## config.mk

```make
export PLATFORM = sky130hd
export DESIGN_NAME = parallel_to_spi_bridge
export DESIGN_NICKNAME = d
export VERILOG_FILES = /design/src/design/p2spi_pkg.sv /design/src/design/parallel_to_spi_bridge.sv
export SDC_FILE = /design/constraint.sdc
export NUM_CORES = 1
export LEC_CHECK = 0
export BUFFER_PORTS_ARGS = -buffer_cell sky130_fd_sc_hd__buf_2
export CORE_MARGIN = 2
export CORE_UTILIZATION = 40
export CTS_CLUSTER_SIZE = 24
export DETAILED_ROUTE_END_ITERATION = 6
export GPL_ROUTABILITY_DRIVEN = 0
export PLACE_DENSITY = 0.62
export SYNTH_ARGS = -nofsm -noshare
export SYNTH_HDL_FRONTEND = slang
export SYNTH_SLANG_ARGS = --single-unit
export TNS_END_PERCENT = 1
```

## constraint.sdc

```tcl
create_clock -name clk -period 6.5 [get_ports clk]
set_input_delay 1.3 -clock clk [delete_from_list [all_inputs] [get_ports clk]]
set_output_delay 1.3 -clock clk [all_outputs]
set_load 0.03 [all_outputs]
```

## src/design/p2spi_pkg.sv

```systemverilog
// Shared types and constants for the parallel-port to SPI bridge.
// Holds the phase encoding, event codes and control command codes. No dependencies.
`timescale 1ns / 1ps

package p2spi_pkg;

  // Width of the transfer byte counter.
  localparam int COUNT_BITS = 13;

  // Widths of the stream payloads; the tdata widths are rounded up to whole bytes.
  localparam int IN_TDATA_W  = 24;
  localparam int IN_TUSER_W  = 3;
  localparam int OUT_TDATA_W = 24;

  // Event codes carried on the input tuser.
  localparam logic [2:0] EV_REQ_ASSERT  = 3'd0;
  localparam logic [2:0] EV_REQ_RELEASE = 3'd1;
  localparam logic [2:0] EV_CLK_TOGGLE  = 3'd2;
  localparam logic [2:0] EV_CARD_CHANGE = 3'd3;
  localparam logic [2:0] EV_SPI_DONE    = 3'd4;

  // Control command codes, taken from bits 5:1 of the command byte.
  localparam logic [4:0] CTL_SELECT = 5'd0;
  localparam logic [4:0] CTL_CARD   = 5'd1;
  localparam logic [4:0] CTL_SPEED  = 5'd2;

  // Byte sent on MOSI while reading.
  localparam logic [7:0] SPI_FILL = 8'hff;

  // Command phase, one-hot.
  typedef enum logic [8:0] {
    PH_IDLE       = 9'b0_0000_0001,
    PH_SECOND     = 9'b0_0000_0010,
    PH_CARD       = 9'b0_0000_0100,
    PH_READ       = 9'b0_0000_1000,
    PH_READ_EARLY = 9'b0_0001_0000,
    PH_WRITE_CLK  = 9'b0_0010_0000,
    PH_WRITE_SPI  = 9'b0_0100_0000,
    PH_DONE       = 9'b0_1000_0000,
    PH_HALT       = 9'b1_0000_0000
  } phase_t;

endpackage

```

## src/design/parallel_to_spi_bridge.sv

```systemverilog
// Parallel-port to SPI bridge: top level with the command decoder and result register.
// Depends on p2spi_pkg for the phase type, event codes and counter width.
`timescale 1ns / 1ps

// One request on the input stream is one event on the host or SPI side (REQ assert or
// release, CLK toggle, card change, end of an SPI byte exchange); each produces exactly
// one result request with the host port levels and an optional SPI exchange start.
// An event is decoded against the command state combinationally and its result is
// loaded into the output register, so a new event is taken every cycle; the only limit
// is the one-deep output register, which is refilled in the cycle it is drained.
// There is no reset sweep: the block accepts events as soon as reset is released.
module parallel_to_spi_bridge
  import p2spi_pkg::*;
(
  input  logic                   clk,
  input  logic                   rst_n,
  input  logic                   in_tvalid,
  output logic                   in_tready,
  // [7:0] par_data, [15:8] miso_byte, [16] card_det, [23:17] zero
  input  logic [IN_TDATA_W-1:0]  in_tdata,
  // [2:0] cmd
  input  logic [IN_TUSER_W-1:0]  in_tuser,
  output logic                   out_tvalid,
  input  logic                   out_tready,
  // [0] act, [1] irq, [2] chip_select, [3] spi_fast, [4] drive_data,
  // [12:5] data_out, [13] spi_start, [21:14] spi_tx, [23:22] zero
  output logic [OUT_TDATA_W-1:0] out_tdata
);

  // Command state.
  phase_t                phase_r, phase_nxt;
  logic [COUNT_BITS-1:0] remaining_r, remaining_nxt;
  logic                  read_mode_r, read_mode_nxt;
  logic [7:0]            next_byte_r, next_byte_nxt;
  logic                  byte_ready_r, byte_ready_nxt;
  logic                  select_r, select_nxt;
  logic                  fast_r, fast_nxt;
  logic                  irq_r, irq_nxt;
  logic                  irq_enable_r, irq_enable_nxt;
  logic                  irq_pending_r, irq_pending_nxt;
  logic                  drive_r, drive_nxt;
  logic [7:0]            out_byte_r, out_byte_nxt;

  // Result register.
  logic                   out_tvalid_r, out_tvalid_nxt;
  logic [OUT_TDATA_W-1:0] out_tdata_r, out_tdata_nxt;

  logic       in_acc;
  logic [2:0] cmd;
  logic [7:0] par_data;
  logic [7:0] miso_byte;
  logic       card_det;
  logic [4:0] ctl_code;
  logic       spi_start;
  logic [7:0] spi_tx;
  logic       act;

  assign cmd          = in_tuser[2:0];
  assign par_data     = in_tdata[7:0];
  assign miso_byte    = in_tdata[15:8];
  assign card_det     = in_tdata[16];
  assign ctl_code     = par_data[5:1];

  // A new request is taken whenever the result register is free or being drained.
  assign in_tready = !out_tvalid_r || out_tready;
  assign in_acc    = in_tvalid && in_tready;

  // Event decode against the current phase.
  always_comb begin
    phase_nxt       = phase_r;
    remaining_nxt   = remaining_r;
    read_mode_nxt   = read_mode_r;
    next_byte_nxt   = next_byte_r;
    byte_ready_nxt  = byte_ready_r;
    select_nxt      = select_r;
    fast_nxt        = fast_r;
    irq_nxt         = irq_r;
    irq_enable_nxt  = irq_enable_r;
    irq_pending_nxt = irq_pending_r;
    drive_nxt       = drive_r;
    out_byte_nxt    = out_byte_r;
    spi_start       = 1'b0;
    spi_tx          = 8'h00;

    case (cmd)
      EV_REQ_ASSERT: begin
        irq_enable_nxt = 1'b0;
        if (!par_data[7]) begin
          // Short transfer, count in the low six bits.
          remaining_nxt  = COUNT_BITS'(par_data[5:0]);
          byte_ready_nxt = 1'b0;
          if (par_data[6]) begin
            read_mode_nxt = 1'b1;
            drive_nxt     = 1'b1;
            out_byte_nxt  = par_data;
            phase_nxt     = PH_READ;
            spi_start     = 1'b1;
            spi_tx        = SPI_FILL;
          end else begin
            read_mode_nxt = 1'b0;
            phase_nxt     = PH_WRITE_CLK;
          end
        end else if (!par_data[6]) begin
          // Long transfer: the high count bits now, the rest with the next toggle.
          remaining_nxt = COUNT_BITS'({par_data[5:0], 7'b0000000});
          phase_nxt     = PH_SECOND;
        end else begin
          case (ctl_code)
            CTL_SELECT: begin
              select_nxt = par_data[0];
              phase_nxt  = PH_DONE;
            end
            CTL_CARD: begin
              irq_nxt   = 1'b0;
              phase_nxt = PH_CARD;
            end
            CTL_SPEED: begin
              fast_nxt  = par_data[0];
              phase_nxt = PH_DONE;
            end
            default: begin
              phase_nxt = PH_HALT;
            end
          endcase
        end
      end

      EV_REQ_RELEASE: begin
        phase_nxt      = PH_IDLE;
        drive_nxt      = 1'b0;
        out_byte_nxt   = 8'h00;
        byte_ready_nxt = 1'b0;
        irq_enable_nxt = 1'b1;
        if (irq_pending_r) begin
          irq_pending_nxt = 1'b0;
          irq_nxt         = 1'b1;
        end
      end

      EV_CLK_TOGGLE: begin
        case (phase_r)
          PH_SECOND: begin
            remaining_nxt  = remaining_r | COUNT_BITS'(par_data[6:0]);
            byte_ready_nxt = 1'b0;
            if (par_data[7]) begin
              read_mode_nxt = 1'b1;
              drive_nxt     = 1'b1;
              out_byte_nxt  = par_data;
              phase_nxt     = PH_READ;
              spi_start     = 1'b1;
              spi_tx        = SPI_FILL;
            end else begin
              read_mode_nxt = 1'b0;
              phase_nxt     = PH_WRITE_CLK;
            end
          end
          PH_CARD: begin
            drive_nxt    = 1'b1;
            out_byte_nxt = {7'b0000000, card_det};
            phase_nxt    = PH_DONE;
          end
          PH_READ: begin
            if (byte_ready_r) begin
              // Present the received byte and start the next exchange if any remain.
              out_byte_nxt   = next_byte_r;
              drive_nxt      = 1'b1;
              byte_ready_nxt = 1'b0;
              if (remaining_r != '0) begin
                remaining_nxt = remaining_r - COUNT_BITS'(1);
                phase_nxt     = PH_READ;
                spi_start     = 1'b1;
                spi_tx        = SPI_FILL;
              end else begin
                phase_nxt = PH_DONE;
              end
            end else begin
              phase_nxt = PH_READ_EARLY;
            end
          end
          PH_READ_EARLY: begin
            phase_nxt = PH_READ;
          end
          PH_WRITE_CLK: begin
            phase_nxt = PH_WRITE_SPI;
            spi_start = 1'b1;
            spi_tx    = par_data;
          end
          PH_WRITE_SPI: begin
            // An early toggle latches the byte; a second one cancels it.
            if (byte_ready_r) begin
              byte_ready_nxt = 1'b0;
            end else begin
              byte_ready_nxt = 1'b1;
              next_byte_nxt  = par_data;
            end
          end
          default: begin
          end
        endcase
      end

      EV_CARD_CHANGE: begin
        if (irq_enable_r) begin
          irq_nxt = 1'b1;
        end else begin
          irq_pending_nxt = 1'b1;
        end
      end

      EV_SPI_DONE: begin
        case (phase_r)
          PH_READ: begin
            if (!byte_ready_r) begin
              next_byte_nxt  = miso_byte;
              byte_ready_nxt = 1'b1;
            end
          end
          PH_READ_EARLY: begin
            // The toggle came first, so the byte goes straight to the host.
            next_byte_nxt  = miso_byte;
            out_byte_nxt   = miso_byte;
            drive_nxt      = 1'b1;
            byte_ready_nxt = 1'b0;
            if (remaining_r != '0) begin
              remaining_nxt = remaining_r - COUNT_BITS'(1);
              phase_nxt     = PH_READ;
              spi_start     = 1'b1;
              spi_tx        = SPI_FILL;
            end else begin
              phase_nxt = PH_DONE;
            end
          end
          PH_WRITE_SPI: begin
            if (remaining_r == '0) begin
              byte_ready_nxt = 1'b0;
              phase_nxt      = PH_DONE;
            end else begin
              remaining_nxt = remaining_r - COUNT_BITS'(1);
              if (byte_ready_r) begin
                byte_ready_nxt = 1'b0;
                spi_start      = 1'b1;
                spi_tx         = next_byte_r;
              end else begin
                phase_nxt = PH_WRITE_CLK;
              end
            end
          end
          default: begin
          end
        endcase
      end

      default: begin
      end
    endcase
  end

  // Result assembly from the updated state.
  assign act = (phase_nxt != PH_IDLE) && (phase_nxt != PH_HALT);

  always_comb begin
    out_tdata_nxt = {2'b00, spi_tx, spi_start, out_byte_nxt, drive_nxt, fast_nxt,
                     select_nxt, irq_nxt, act};
    if (in_acc) begin
      out_tvalid_nxt = 1'b1;
    end else if (out_tready) begin
      out_tvalid_nxt = 1'b0;
    end else begin
      out_tvalid_nxt = out_tvalid_r;
    end
  end

  // Command state, updated once per accepted request; the result valid flag is updated every cycle.
  always_ff @(posedge clk) begin
    if (!rst_n) begin
      phase_r       <= PH_IDLE;
      remaining_r   <= '0;
      read_mode_r   <= 1'b0;
      next_byte_r   <= 8'h00;
      byte_ready_r  <= 1'b0;
      select_r      <= 1'b0;
      fast_r        <= 1'b0;
      irq_r         <= 1'b0;
      irq_enable_r  <= 1'b1;
      irq_pending_r <= 1'b0;
      drive_r       <= 1'b0;
      out_byte_r    <= 8'h00;
      out_tvalid_r  <= 1'b0;
    end else begin
      out_tvalid_r <= out_tvalid_nxt;
      if (in_acc) begin
        phase_r       <= phase_nxt;
        remaining_r   <= remaining_nxt;
        read_mode_r   <= read_mode_nxt;
        next_byte_r   <= next_byte_nxt;
        byte_ready_r  <= byte_ready_nxt;
        select_r      <= select_nxt;
        fast_r        <= fast_nxt;
        irq_r         <= irq_nxt;
        irq_enable_r  <= irq_enable_nxt;
        irq_pending_r <= irq_pending_nxt;
        drive_r       <= drive_nxt;
        out_byte_r    <= out_byte_nxt;
      end
    end
  end

  // Result payload.
  always_ff @(posedge clk) begin
    if (in_acc) begin
      out_tdata_r <= out_tdata_nxt;
    end
  end

  assign out_tvalid = out_tvalid_r;
  assign out_tdata  = out_tdata_r;

  // Checks on the decoder and result register.
  a_tx_zero_when_idle : assert property (@(posedge clk) disable iff (!rst_n)
    (out_tvalid_r && !out_tdata_r[13]) |-> (out_tdata_r[21:14] == 8'h00))
    else $error("spi_tx not zero without an exchange start");

  a_release_to_idle : assert property (@(posedge clk) disable iff (!rst_n)
    (in_acc && (cmd == EV_REQ_RELEASE)) |=> (phase_r == PH_IDLE && !drive_r))
    else $error("REQ release did not return to idle");

  a_read_mode_in_read : assert property (@(posedge clk) disable iff (!rst_n)
    (phase_r == PH_READ || phase_r == PH_READ_EARLY) |-> read_mode_r)
    else $error("read phase without read mode");

  a_irq_masked_in_cmd : assert property (@(posedge clk) disable iff (!rst_n)
    (phase_r != PH_IDLE) |-> !irq_enable_r)
    else $error("card-change interrupt enabled while a command runs");

endmodule
```

# After elaboration in Yosys (flattened, before gate mapping)
# Cells that the tools add are included.
# op_classes
bitwise	1
eq_ne	27
n_reduce_logical	22
add_sub_neg	1
mux	83
# ops
op	n
8-bit two-way mux	16
8-bit one-hot mux with 3 select lines	3
13-bit two-way mux	5
13-bit one-hot mux with 2 select lines	2
8-bit one-hot mux with 2 select lines	3
9-bit two-way mux	5
9-bit one-hot mux with 5 select lines	1
13-bit one-hot mux with 3 select lines	1
9-bit one-hot mux with 2 select lines	2
9-bit one-hot mux with 4 select lines	1
8-bit one-hot mux with 4 select lines	1
1-bit two-way mux	30
3-bit != test, second input constant	5
13-bit zero test	1
13-bit by 7-bit bitwise OR with 13-bit output	1
13-bit nonzero test	1
13-bit by 1-bit subtractor with 13-bit output, second input constant	1
6-bit two-way mux	2
1-bit one-hot mux with 3 select lines	4
1-bit one-hot mux with 2 select lines	5
9-bit by 2-bit equality test with 1-bit output, second input constant	1
9-bit by 3-bit equality test with 1-bit output, second input constant	1
9-bit by 4-bit equality test with 1-bit output, second input constant	1
9-bit by 5-bit equality test with 1-bit output, second input constant	1
27 further kinds	40
# word_totals
in_bits	31
output_inout_bits	26
register_bits	68
wordCells	147

# Longest topological paths before layout
# logic_depth
ltp_word	8
ltp_mapped	10
ltp_nobuf	8

# Least setup slack after synthesis
# Ideal clock, no wire load.
# synth_path
path_type	input to register
from	in out_tready
to	reg out_tdata_r[0] (netlist: out_tdata[0]), enable pin
setup_slack_ns	3.107
stages	5
arrival_ns	2.999
cell_sequence	nand2b_1 -> nand2_1 -> inv_1 -> clkbuf_1 -> clkbuf_1
# synth_between
elab_chain_len	2
# synth_lines
element	line_no	text
from (decl)	parallel_to_spi_bridge.sv:24	input logic out_tready,
1-bit logical OR	parallel_to_spi_bridge.sv:65	assign in_tready = !out_tvalid_r || out_tready;
1-bit logical AND	parallel_to_spi_bridge.sv:66	assign in_acc = in_tvalid && in_tready;
net in_acc	parallel_to_spi_bridge.sv:48	logic in_acc;
to (signal assigned)	parallel_to_spi_bridge.sv:311	out_tdata_r <= out_tdata_nxt;
to (decl)	parallel_to_spi_bridge.sv:46	logic [OUT_TDATA_W-1:0] out_tdata_r, out_tdata_nxt;
# The timed path passes the listed nets, and every way through them passes these cells.
# A chain may end at the register's enable or synchronous reset.

# Worst setup path after layout
# layout_path
from	reg phase_r[3]
to	reg out_tdata_r[0] (netlist: out_tdata[0]), data pin
# layout_between
elab_chain_len	6
# layout_lines
element	line_no	text
from (decl)	parallel_to_spi_bridge.sv:31	phase_t phase_r, phase_nxt;
from (signal assigned)	parallel_to_spi_bridge.sv:292	phase_r <= phase_nxt;
parallel branches: the longest is 3 deep, another holds 9-bit by 6-bit equality test with 1-bit output	-	
9-bit one-hot mux with 4 select lines *	parallel_to_spi_bridge.sv:85	case (cmd)
9-bit by 1-bit != test with 1-bit output or 9-bit != test (tied branches)	parallel_to_spi_bridge.sv:259	assign act = (phase_nxt != PH_IDLE) && (phase_nxt != PH_HALT);
1-bit logical AND *	parallel_to_spi_bridge.sv:259	
net act	parallel_to_spi_bridge.sv:56	logic act;
# Mark *: on every way through the listed nets, which the timed path passes.

==> PnR_summary.wiki <==
{| class="wikitable"
! Metric !! Value
|-
| Status || completed
|-
| Post-CTS repair timing setup buffer count || 0
|-
| Type of the worst min-delay path || register to register
|-
| H-tree lvl count || 3
|-
| CP peak stage delay || 910 ps
|-
| Element type at the critical path end || register
|-
| Setup clock skew after layout || between 10 and 15 ps
|-
| Starting density of the core || 0.415
|-
| Period utilisation layout || 0.517
|-
| Die Width || 108 µm
|-
| Slew HR || 0.249
|-
| Nets || 592
|-
| GRT met1 Usage || 0.322
|-
| Fraction of met3 tracks used by global routing || 0.0654
|-
| Unrepaired setup endpoints after global routing || false
|-
| Placed wire-length estimate || ~9000 µm
|-
| Final Hold Vio Count || 0
|-
| Peak supply drop || roughly 96 µV
|-
| Syn. warnings || 0
|-
| First-pass GRT wire length || roughly 22,000 µm
|-
| P per Cell Area || ~220 mW/mm²
|-
| Cells after synthesis || roughly 540
|-
| Number of distinct library cells after synthesis || 73
|-
| Maximum number of pins on one net before global-route repair || 53
|-
| Achievable frequency || around 300 MHz
|-
| Number of buffers inserted during clock tree synthesis || 9
|-
| Global routing usage on met2 || 0.369
|-
| Pint || about 0.71 mW
|-
| Global-route total usage across every layer || 0.239
|-
| Inst Count DP || between 600 and 700
|-
| Total design power || around 1.0 mW
|-
| Category of the most critical setup path || register to register
|-
| Gr busiest metal || met2
|-
| Area occupied by multi-input gates || ~0.0025 mm²
|-
| Final total negative setup slack || 0 ps
|-
| DRC violations left || 0
|-
| Number of antenna-violating nets in the routed design || 0
|-
| Hold-fix buffer count after cts || 0
|-
| Via count || 4,366
|-
| Total core area || approximately 0.010 mm²
|-
| Initial detailed-routing violation count || 391
|-
| CP Cell Sequence || nor4_1 -> nand4b_1 -> nor2_1 -> a221o_1 -> nor4_1 -> nand4_1
|-
| Resize count post-CTS || 0
|-
| Area of the die || roughly 0.012 mm²
|-
| Post-Place Worst Slack || roughly 2800 ps
|-
| Data arrival time at the worst-slack endpoint || 3570 ps
|-
| Count of flip-flops with a built-in enable after synthesis || 22
|-
| Power share of the combinational group || 0.204
|-
| Maximum fanout count along the critical path || 14
|-
| Avg Cell Area, Syn || roughly 8 µm²
|-
| Vias per cell || 6.23
|-
| FF/Latch Area || roughly 0.0016 mm²
|-
| Clock tree from TritonCTS || yes
|-
| Die boundary height || between 100 and 150 µm
|-
| Leak || approximately 1.8 nW
|-
| Number of fill cells in the layout || 1,057
|-
| Finished Layout Cells || between 700 and 800
|-
| Final setup fails || 0
|-
| Worst-Margin Slew || ~1100 ps
|-
| Total detailed-routing wirelength || ~13,000 µm
|-
| Number of sinks driven by the clock tree || ~70
|-
| Clock Pin Slew Worst Setup and Hold Paths || roughly 80 ps
|-
| Area growth, synth to finish || 10.6%
|-
| Site Rows || 37
|-
| Sequential group share of total power || 0.461
|-
| Cell repeated most along the worst path || sky130_fd_sc_hd__nor4_1
|-
| Cell with the largest stage delay on the worst path || sky130_fd_sc_hd__nor2_1
|-
| GR Overflow Total || 0
|-
| Clock network power share || 0.335
|-
| Fraction of final layout cells sized beyond drive strength 1 || 0.154
|-
| # diodes || 0
|-
| Worst-Skew Late Latency || around 360 ps
|-
| I/O pin cnt || between 50 and 60
|-
| Wirelength per Cell || about 19 µm
|-
| Summed instance area of the synthesized netlist || ~0.0043 mm²
|-
| Switching fraction of total power || 0.322
|-
| Switching power summed over all nets || around 0.33 mW
|-
| Vias in the first global route || 4,131
|-
| FFs w/ async S/R, synth || 0
|-
| Fin crit period || around 3400 ps
|-
| Final worst slack || 3140 ps
|-
| Max-cap viol count || 0
|-
| CP Launch Type || register
|-
| Length of the first detailed-routing pass in iterations || 5
|-
| # port buffers || 47
|-
| Number of synthesized register bits || between 60 and 70
|-
| Most instantiated flip-flop cell in the synthesis netlist || sky130_fd_sc_hd__dfxtp_1
|-
| Antenna violations before repair || 0
|-
| Data required time at the worst endpoint || around 6700 ps
|-
| Final Max Tran Viols || 0
|-
| Sequential fraction of the synthesis area || 0.366
|-
| Clock tree buffer depth || 2
|-
| Clock tree root driver cell || sky130_fd_sc_hd__clkbuf_8
|}
## synth_stat cells (8+ instances only)
cell,number,area share
sky130_fd_sc_hd__a21o_1,15,0.026
sky130_fd_sc_hd__a21oi_1,51,0.059
sky130_fd_sc_hd__a22oi_1,8,0.014
sky130_fd_sc_hd__a31oi_1,9,0.013
sky130_fd_sc_hd__clkbuf_1,34,0.030
sky130_fd_sc_hd__dfxtp_1,46,0.21
sky130_fd_sc_hd__edfxtp_1,22,0.15
sky130_fd_sc_hd__inv_1,13,0.011
sky130_fd_sc_hd__nand2_1,57,0.050
sky130_fd_sc_hd__nand3_1,8,0.0093
sky130_fd_sc_hd__nor2_1,54,0.047
sky130_fd_sc_hd__nor3_1,19,0.022
sky130_fd_sc_hd__nor4_1,13,0.019
sky130_fd_sc_hd__o21ai_0,35,0.041
sky130_fd_sc_hd__o221ai_1,9,0.018
## stage by stage
| step | util | cell area (µm²) | hold slack [ps] |
|---|---|---|---|
| 4_1_cts | 0.458 | 4770 | 463 |
| 6_report | 0.458 | 4770 | 461 |
| 3_5_place_dp | 0.440 | 4580 | 449 |
| 5_1_grt | 0.458 | 4770 | 490 |
| 3_3_place_gp | 0.440 | 4580 | 442 |
| 2_1_floorplan | - | 4320 | 433 |
## power groups by stage
| stage | clock (mW) | combinational (mW) | sequential (mW) |
|---|---|---|---|
| 3_5_place_dp | 0 | 0.208 | 0.489 |
| 6_report | 0.348 | 0.212 | 0.480 |
| 5_1_grt | 0.373 | 0.232 | 0.483 |
| 3_3_place_gp | 0 | 0.206 | 0.488 |
| 4_1_cts | 0.354 | 0.209 | 0.479 |
| 2_1_floorplan | 0 | 0.137 | 0.502 |
## critical path, delay by kind of cell, from the launching register on
family             cells  cell delay [ps]
AOI/OAI and AO/OA      1              300
DFF                    1              470
and+or+nand+nor        5             2430
## state kept, by name, summed over array words and instances (netlist names)
register,flops
select_r,1
irq_pending_r,1
byte_ready_r,1
drive_r,1
fast_r,1
out_tvalid,1
out_byte_r,8
next_byte_r,8
out_tdata,22
phase_r,9
irq_r,1
irq_enable_r,1
remaining_r,13
## cell usage in the layout, fill, tap and decap left out, types with 12 or more instances in the layout
cell                        n
sky130_fd_sc_hd__a21o_1    15
sky130_fd_sc_hd__dfxtp_1   46
sky130_fd_sc_hd__nor2_1    54
sky130_fd_sc_hd__a21oi_1   51
sky130_fd_sc_hd__buf_2     47
sky130_fd_sc_hd__o21ai_0   35
sky130_fd_sc_hd__edfxtp_1  22
sky130_fd_sc_hd__inv_1     12
sky130_fd_sc_hd__nor4_1    13
sky130_fd_sc_hd__nor3_1    19
sky130_fd_sc_hd__nand2_1   57
## layer usage
metal,routed length [µm],part of all wire
met3,1190,0.089
met1,5970,0.45
met4,221,0.017
met5,0,0
met2,5950,0.45
## path summary, 6_finish.rpt
path	endpoint	slack, ps	cells past startpoint	startpoint
max reg2reg	out_tdata[0]	3140	6	phase_r[3]
min reg2reg	fast_r	460	2	fast_r
min	fast_r	460	2	fast_r
max	out_tdata[0]	3140	6	phase_r[3]
## final cells by class
cell class / count / share of cell area
clock inverter: 6 / 0.0134
multi-input combinational: 415 / 0.524
clock buffer: 10 / 0.0267
sequential: 68 / 0.331
timing repair buffer: 53 / 0.0587
tap: 136 / 0.0356
inverter: 13 / 0.0102
## logic make-up (layout without fill, tap and decap cells)
| kind of cell | after synthesis | in the layout | share of synthesized area |
|---|---|---|---|
| compound gates | 186 | 186 | 0.289 |
| xor+xnor | 5 | 5 | 0.0101 |
| fa+ha+maj | 1 | 1 | 0.00290 |
| buf+inv | 57 | 82 | 0.0562 |
| flops | 68 | 68 | 0.366 |
| mux | 9 | 9 | 0.0217 |
| other cells | 1 | 2 | 0.000868 |
| simple gates | 212 | 212 | 0.253 |
No activity file was read; power rests on OpenSTA's default activity.
